--- config.mk ---
export PLATFORM = sky130hd
export DESIGN_NAME = date_record_heap_sort
export DESIGN_NICKNAME = d
export VERILOG_FILES = /design/src/hw/rtl/drhs_pkg.sv /design/src/hw/rtl/drhs_ram.sv /design/src/hw/rtl/date_record_heap_sort.sv
export SDC_FILE = /design/constraint.sdc
export NUM_CORES = 2
export LEC_CHECK = 0
export BUFFER_PORTS_ARGS = -buffer_cell sky130_fd_sc_hd__buf_2
export CAP_MARGIN = 20
export CORE_UTILIZATION = 40
export DETAILED_ROUTE_END_ITERATION = 6
export GPL_ROUTABILITY_DRIVEN = 0
export PLACE_DENSITY_LB_ADDON = 0.12
export SYNTH_ARGS = -nofsm -noshare
export SYNTH_HDL_FRONTEND = slang
export SYNTH_SLANG_ARGS = --single-unit
--- constraint.sdc ---
create_clock -name clock -period 8.4 [get_ports clock]
set_clock_uncertainty 0.05 [all_clocks]
set_input_delay 1.26 -clock clock [delete_from_list [all_inputs] [get_ports clock]]
set_output_delay 1.26 -clock clock [all_outputs]
set_load 0.01 [all_outputs]
--- src/hw/rtl/drhs_pkg.sv ---
// drhs_pkg: field widths used by the date record heap sort.
// No dependencies.
package drhs_pkg;

   localparam int DAY_W   = 5;
   localparam int MONTH_W = 4;
   localparam int YEAR_W  = 12;
   localparam int TAG_W   = 1;

endpackage

--- src/hw/rtl/drhs_ram.sv ---
// drhs_ram: generic single-port-write, single-port-read RAM with registered read.
// No dependencies.
module drhs_ram #(
   parameter int WIDTH = 22,
   parameter int DEPTH = 64
) (
   input  logic                     clock,
   input  logic                     wr_en,
   input  logic [$clog2(DEPTH)-1:0] wr_addr,
   input  logic [WIDTH-1:0]         wr_data,
   input  logic [$clog2(DEPTH)-1:0] rd_addr,
   output logic [WIDTH-1:0]         rd_data
);

   logic [WIDTH-1:0] mem_ff [DEPTH];
   logic [WIDTH-1:0] rd_data_ff;

   always_ff @(posedge clock) begin
      if (wr_en) begin
         mem_ff[wr_addr] <= wr_data;
      end
      rd_data_ff <= mem_ff[rd_addr];
   end

   assign rd_data = rd_data_ff;

endmodule

--- src/hw/rtl/date_record_heap_sort.sv ---
// date_record_heap_sort: collects date records and emits them heap-sorted by date.
// Depends on drhs_pkg (field widths) and drhs_ram (record store).
//
//   channel   ports                         handshake
//   -------   ---------------------------   ------------------------------------
//   request   req_rec_*, req_is_last        taken when start && !busy
//   response  rsp_out_*, rsp_overflow       one word per cycle while rsp_valid
//
// Busy stays low between loads of a set.
// The word marked is_last starts the sort (with fewer than two records the words go
// straight out); one shared read port of the store sets the pace of the heap build,
// the sift-downs and the streaming of the sorted words.
// Reset clears the count and flags; the store needs no clearing pass.
// The receiver cannot stall; sorted words go out on consecutive cycles.
module date_record_heap_sort #(
   parameter int MAX_RECORDS = 64,
   parameter int YEAR_BITS   = 12
) (
   input  logic                        clock,
   input  logic                        reset,
   input  logic                        start,
   output logic                        busy,
   input  logic [drhs_pkg::DAY_W-1:0]   req_rec_day,
   input  logic [drhs_pkg::MONTH_W-1:0] req_rec_month,
   input  logic [drhs_pkg::YEAR_W-1:0]  req_rec_year,
   input  logic [drhs_pkg::TAG_W-1:0]   req_rec_tag,
   input  logic                        req_is_last,
   output logic                        rsp_valid,
   output logic [drhs_pkg::DAY_W-1:0]   rsp_out_day,
   output logic [drhs_pkg::MONTH_W-1:0] rsp_out_month,
   output logic [drhs_pkg::YEAR_W-1:0]  rsp_out_year,
   output logic [drhs_pkg::TAG_W-1:0]   rsp_out_tag,
   output logic                        rsp_out_last,
   output logic                        rsp_overflow
);

   localparam int YK = (YEAR_BITS < drhs_pkg::YEAR_W) ? YEAR_BITS : drhs_pkg::YEAR_W;
   localparam int DW = drhs_pkg::DAY_W;
   localparam int MW = drhs_pkg::MONTH_W;
   localparam int KW = YK + MW + DW;
   localparam int WW = KW + drhs_pkg::TAG_W;
   localparam int AW = $clog2(MAX_RECORDS);
   localparam int CW = $clog2(MAX_RECORDS + 1);

   typedef enum logic [10:0] {
      ST_IDLE     = 11'b000_0000_0001,
      ST_BLD_RD   = 11'b000_0000_0010,
      ST_BLD_GET  = 11'b000_0000_0100,
      ST_SIFT_L   = 11'b000_0000_1000,
      ST_SIFT_R   = 11'b000_0001_0000,
      ST_SIFT_CMP = 11'b000_0010_0000,
      ST_POP_RD1  = 11'b000_0100_0000,
      ST_POP_RD2  = 11'b000_1000_0000,
      ST_POP_SW   = 11'b001_0000_0000,
      ST_OUT      = 11'b010_0000_0000,
      ST_DRAIN    = 11'b100_0000_0000
   } state_type;

   function automatic logic [AW-1:0] pos_addr(input logic [CW-1:0] pos);
      logic [CW-1:0] t;
      t = pos - CW'(1);
      return t[AW-1:0];
   endfunction

   state_type     state_ff, state_in;
   logic [CW-1:0] count_ff, count_in;
   logic          ovf_ff, ovf_in;
   logic [CW-1:0] n_ff, n_in;
   logic [CW-1:0] i_ff, i_in;
   logic [CW-1:0] m_ff, m_in;
   logic [CW-1:0] node_ff, node_in;
   logic [CW-1:0] lim_ff, lim_in;
   logic          build_ff, build_in;
   logic [WW-1:0] carry_ff, carry_in;
   logic [WW-1:0] left_ff, left_in;
   logic [AW-1:0] oidx_ff, oidx_in;
   logic          emit_ff, emit_in;
   logic          emit_last_ff, emit_last_in;

   logic          wr_en;
   logic [AW-1:0] wr_addr;
   logic [WW-1:0] wr_data;
   logic [AW-1:0] rd_addr;
   logic [WW-1:0] rd_data;

   logic [CW:0]   lpos, rpos, lim_x;
   logic          has_left, has_right, pick_right, swap;
   logic [WW-1:0] child_val;
   logic [CW-1:0] child_pos;
   logic [CW-1:0] cnt_new;
   logic          accept, do_step, adv;

   drhs_ram #(
      .WIDTH(WW),
      .DEPTH(MAX_RECORDS)
   ) u_store (
      .clock  (clock),
      .wr_en  (wr_en),
      .wr_addr(wr_addr),
      .wr_data(wr_data),
      .rd_addr(rd_addr),
      .rd_data(rd_data)
   );

   assign accept    = start && (state_ff == ST_IDLE);
   assign lpos      = {node_ff, 1'b0};
   assign rpos      = {node_ff, 1'b1};
   assign lim_x     = {1'b0, lim_ff};
   assign has_left  = lpos <= lim_x;
   assign has_right = rpos <= lim_x;
   assign pick_right = (state_ff == ST_SIFT_CMP) && (left_ff[KW-1:0] < rd_data[KW-1:0]);

   always_comb begin
      if (state_ff == ST_SIFT_CMP) begin
         child_val = pick_right ? rd_data : left_ff;
      end else begin
         child_val = rd_data;
      end
      child_pos = pick_right ? rpos[CW-1:0] : lpos[CW-1:0];
   end

   assign swap = carry_ff[KW-1:0] < child_val[KW-1:0];

   always_comb begin
      state_in     = state_ff;
      count_in     = count_ff;
      ovf_in       = ovf_ff;
      n_in         = n_ff;
      i_in         = i_ff;
      m_in         = m_ff;
      node_in      = node_ff;
      lim_in       = lim_ff;
      build_in     = build_ff;
      carry_in     = carry_ff;
      left_in      = left_ff;
      oidx_in      = oidx_ff;
      emit_in      = 1'b0;
      emit_last_in = 1'b0;
      wr_en        = 1'b0;
      wr_addr      = pos_addr(node_ff);
      wr_data      = carry_ff;
      rd_addr      = '0;
      cnt_new      = count_ff;
      do_step      = 1'b0;
      adv          = 1'b0;

      unique case (state_ff)
         ST_IDLE: begin
            if (accept) begin
               if (count_ff < CW'(MAX_RECORDS)) begin
                  wr_en   = 1'b1;
                  wr_addr = count_ff[AW-1:0];
                  wr_data = {req_rec_tag, req_rec_year[YK-1:0], req_rec_month, req_rec_day};
                  cnt_new = count_ff + CW'(1);
               end else begin
                  ovf_in = 1'b1;
               end
               count_in = cnt_new;
               if (req_is_last) begin
                  n_in = cnt_new;
                  if (cnt_new >= CW'(2)) begin
                     i_in     = cnt_new >> 1;
                     build_in = 1'b1;
                     state_in = ST_BLD_RD;
                  end else begin
                     oidx_in  = '0;
                     state_in = ST_OUT;
                  end
               end
            end
         end
         ST_BLD_RD: begin
            rd_addr  = pos_addr(i_ff);
            node_in  = i_ff;
            lim_in   = n_ff;
            state_in = ST_BLD_GET;
         end
         ST_BLD_GET: begin
            carry_in = rd_data;
            state_in = ST_SIFT_L;
         end
         ST_SIFT_L: begin
            if (has_left) begin
               rd_addr  = pos_addr(lpos[CW-1:0]);
               state_in = ST_SIFT_R;
            end else begin
               wr_en = 1'b1;
               adv   = 1'b1;
            end
         end
         ST_SIFT_R: begin
            left_in = rd_data;
            if (has_right) begin
               rd_addr  = pos_addr(rpos[CW-1:0]);
               state_in = ST_SIFT_CMP;
            end else begin
               do_step = 1'b1;
            end
         end
         ST_SIFT_CMP: begin
            do_step = 1'b1;
         end
         ST_POP_RD1: begin
            rd_addr  = '0;
            state_in = ST_POP_RD2;
         end
         ST_POP_RD2: begin
            rd_addr  = pos_addr(m_ff);
            left_in  = rd_data;
            state_in = ST_POP_SW;
         end
         ST_POP_SW: begin
            wr_en    = 1'b1;
            wr_addr  = pos_addr(m_ff);
            wr_data  = left_ff;
            carry_in = rd_data;
            node_in  = CW'(1);
            lim_in   = m_ff - CW'(1);
            state_in = ST_SIFT_L;
         end
         ST_OUT: begin
            rd_addr = oidx_ff;
            emit_in = 1'b1;
            if (CW'(oidx_ff) == n_ff - CW'(1)) begin
               emit_last_in = 1'b1;
               state_in     = ST_DRAIN;
            end else begin
               oidx_in = oidx_ff + AW'(1);
            end
         end
         ST_DRAIN: begin
            count_in = '0;
            ovf_in   = 1'b0;
            state_in = ST_IDLE;
         end
         default: begin
            state_in = ST_IDLE;
         end
      endcase

      if (do_step) begin
         wr_en = 1'b1;
         if (swap) begin
            wr_data  = child_val;
            node_in  = child_pos;
            state_in = ST_SIFT_L;
         end else if (build_ff) begin
            adv = 1'b1;
         end else begin
            carry_in = child_val;
            node_in  = child_pos;
            state_in = ST_SIFT_L;
         end
      end

      if (adv) begin
         if (build_ff) begin
            if (i_ff > CW'(1)) begin
               i_in     = i_ff - CW'(1);
               state_in = ST_BLD_RD;
            end else begin
               build_in = 1'b0;
               m_in     = n_ff;
               state_in = ST_POP_RD1;
            end
         end else if (m_ff > CW'(2)) begin
            m_in     = m_ff - CW'(1);
            state_in = ST_POP_RD1;
         end else begin
            oidx_in  = '0;
            state_in = ST_OUT;
         end
      end
   end

   always_ff @(posedge clock) begin
      if (reset) begin
         state_ff     <= ST_IDLE;
         count_ff     <= '0;
         ovf_ff       <= 1'b0;
         build_ff     <= 1'b0;
         emit_ff      <= 1'b0;
         emit_last_ff <= 1'b0;
      end else begin
         state_ff     <= state_in;
         count_ff     <= count_in;
         ovf_ff       <= ovf_in;
         build_ff     <= build_in;
         emit_ff      <= emit_in;
         emit_last_ff <= emit_last_in;
      end
   end

   always_ff @(posedge clock) begin
      n_ff     <= n_in;
      i_ff     <= i_in;
      m_ff     <= m_in;
      node_ff  <= node_in;
      lim_ff   <= lim_in;
      carry_ff <= carry_in;
      left_ff  <= left_in;
      oidx_ff  <= oidx_in;
   end

   assign busy          = (state_ff != ST_IDLE);
   assign rsp_valid     = emit_ff;
   assign rsp_out_last  = emit_last_ff;
   assign rsp_overflow  = ovf_ff;
   assign rsp_out_day   = rd_data[DW-1:0];
   assign rsp_out_month = rd_data[DW+MW-1:DW];
   assign rsp_out_year  = drhs_pkg::YEAR_W'(rd_data[KW-1:DW+MW]);
   assign rsp_out_tag   = rd_data[WW-1:KW];

endmodule

==> results.sh <==
export IMPL_status="finished with violations"
export IMPL_violations="DRC"
export IMPL_critPathKind="flip-flop to flip-flop"
export IMPL_max_freq_mhz=149
export IMPL_drive_gt1_share_pct=12.1
export IMPL_vias=43700
export IMPL_htreeDepth=4
export IMPL_period_minus_slack_ns=6.69
export IMPL_worst_slack_ns=1.71
export IMPL_async_reset_ff_share_pct=0
export IMPL_place_ws_ns=1.39
export IMPL_drtAntennaViolNets=0
export IMPL_ir_drop_mv=0.205
export IMPL_clock_latency_ns=0.82
export IMPL_final_hold_viol_count=0
export IMPL_layout_commonest_cell="edfxtp_1"
export IMPL_initial_utilization_pct=40.3
export IMPL_synthesis_nets=4967
export IMPL_io_pins=52
export IMPL_netlist_instances=4886
export IMPL_finalSetupViolations=0
export IMPL_area_growth_synth_to_final_pct=14.4
export IMPL_ctsResizeCount=0
export IMPL_die_y_um=401
export IMPL_grt_util_all_layers_pct=29.6
export IMPL_drv_cap=0
export IMPL_worstSetupStartpointType="flip-flop"
export IMPL_clockBufferDepth=3
export IMPL_drt_iter0_markers=5752
export IMPL_clkTransAtPathRegs_ns=0.06
export IMPL_row_count=146
export IMPL_yosysWarnings=0
export IMPL_ys_types=88
export IMPL_fin_setup_tns_ns=0
export IMPL_dieArea_mm2=0.161
export IMPL_layout_worst_path_cycle_share_pct=79.7
export IMPL_rrSetupSlack_ns=1.71
export IMPL_synth_ff_type="edfxtp_1"
export IMPL_post_drt_wl_per_cell_um=33.4
export IMPL_dp_hpwl_um=148000
export IMPL_seq_area_frac_synth_pct=71.1
export IMPL_cts_sinks=1537
export IMPL_hold_class="flip-flop to flip-flop"
export IMPL_cp_data_arrival_time_ns=7.12
export IMPL_cts_hold_fix_buffers=0
export IMPL_drc=11
export IMPL_syn_area_mm2=0.0637
export IMPL_grt_antenna_before_repair=17
export IMPL_drtPass1Iterations=7
export IMPL_grt_pass1_wl_um=332000
export IMPL_wl_um=241000
export IMPL_cts_inserted_buffers=167
export IMPL_die_w_um=401
export IMPL_port_buffers=51
export IMPL_final_max_slew_violation_count=0
export IMPL_fin_nets=5084
export IMPL_grt_ovfl_total=0
export IMPL_p_per_area_mw_per_mm2=246
export IMPL_mostFrequentLayoutCells="edfxtp_1 (1451), nand2_1 (995), a21oi_1 (263), a211oi_1 (216), buf_4 (181)"
export IMPL_p_leak_nw=25.2
export IMPL_grt_max_degree=136
export IMPL_n_fill_cell=14100
export IMPL_cts_tree="built"
export IMPL_cp_max_fo=64
export IMPL_post_cts_buffers=0
export IMPL_core_area_mm2=0.158
export IMPL_relSlewSlack_pct=7.75
export IMPL_ys_ff_latch=1537
export IMPL_grt_pass1_vias=40500
export IMPL_end_kind="flip-flop"
export IMPL_tightest_slew_ns=1.37
export IMPL_rsz0062_at_grt="no"
export IMPL_synth_edf_count=1451
export IMPL_cts_root_buffer="clkbuf_16"
export IMPL_avgViaCountPerCell=6.05
export IMPL_cp_required_ns=8.83
export IMPL_synth_avg_cell_area_um2=13.0
routing by layer:
layer  vias to the layer above  wire (um)  global-route usage (%)
met5                         -         60                       0
met4                         8      13000                    14.3
met3                       456      22500                    5.95
met2                      2377     108000                    45.3
met1                     22200      97200                    40.2
li1                      18700          -                       -
Yosys cell counts (all sizes together), types with 50 or more instances:
cell,instances,area (um^2)
a211oi,218,1640
a21oi,285,1430
a31oi,150,938
and2,134,838
and3,74,463
buf,143,649
clkbuf,168,632
dfxtp,86,1720
edfxtp,1451,43600
ha,55,688
inv,50,188
mux2i,104,1040
nand2,996,3740
nand3,124,633
nand3b,70,526
nor2,196,738
nor3,94,475
o22ai,55,344
flip-flops by register name, summed over array words and instances (netlist names):
register and cells:
build_ff 1, rsp_out_last 1, m_ff 7, node_ff 7, count_ff 7, n_ff 7
u_store.mem_ff 1408, i_ff 7, u_store.rd_data 22, carry_ff 22, oidx_ff 6, rsp_valid 1
lim_ff 7, rsp_overflow 1, state_ff 11, left_ff 22
layout make-up:
type / count / area, um^2 / share of cell area (%)
sequential: 1537 / 45300 / 62.2
multi-input combinational: 2988 / 17500 / 24.0
clock buffer: 217 / 4480 / 6.15
tap: 2072 / 2590 / 3.56
timing repair buffer: 259 / 2120 / 2.91
clock inverter: 85 / 673 / 0.924
inverter: 50 / 188 / 0.258
antenna: 4 / 10.0 / 0.0137
through the flow:
step | total power, mW | instance area (um^2) | hold WS [ns] | util, % | std cells
6_report | 17.9 | 72900 | 0.409 | 46.1 | 7212
5_1_grt | 18.4 | 72900 | 0.408 | 46.1 | 7210
4_1_cts | 18.0 | 72800 | 0.403 | 46.0 | 7206
3_5_place_dp | 11.0 | 67700 | 0.395 | 42.8 | 6904
3_3_place_gp | 11.0 | 67600 | 0.379 | 42.7 | 6899
2_1_floorplan | 10.0 | 63700 | 0.406 | - | 4886
cell families (layout without fill, tap and decap cells):
family / Yosys count / in the layout / share of synthesized area (%)
AOI/OAI and AO/OA: 963 / 963 / 10.1
xor gates and xnor gates: 26 / 26 / 0.357
adders and majority gates: 55 / 55 / 1.08
buffers and inverters: 361 / 611 / 2.31
DFF: 1537 / 1537 / 71.1
muxes: 114 / 114 / 1.88
other: 0 / 4 / 0
and+or+nand+nor: 1830 / 1830 / 13.2
path summary, 6_finish.rpt:
path / start / to / cells past startpoint
max: left_ff[6] / u_store.mem_ff[9][0] / 22
min: u_store.rd_data[6] / left_ff[6] / 0
max reg2reg: left_ff[6] / u_store.mem_ff[9][0] / 22
min reg2reg: u_store.rd_data[6] / left_ff[6] / 0
worst max-delay path, cell delays in order, from the launching register on:
cell and delay, ns:
edfxtp_1 0.42, ha_1 0.32, and4_1 0.24, o21ai_0 0.10
a221o_1 0.29, a31o_2 0.29, a31oi_4 0.42, buf_16 0.24
nor2_1 0.06, a21oi_1 0.32, ha_1 0.32, a21o_1 0.16
a21o_1 0.17, a21o_1 0.17, a211oi_1 0.22, or4_1 0.17
nand2_1 0.10, or2_2 0.36, nor2_4 0.39, buf_4 0.47
a211oi_1 0.15, a21oi_4 0.13, buf_4 0.60
power breakdown:
group | total, mW | switching (mW) | internal (mW)
Combinational | 1.83 | 1.43 | 0.405
Clock | 7.07 | 3.12 | 3.95
Sequential | 9.02 | 0.114 | 8.90
Total | 17.9 | 4.66 | 13.3
Power figures use the tool's default switching activity.
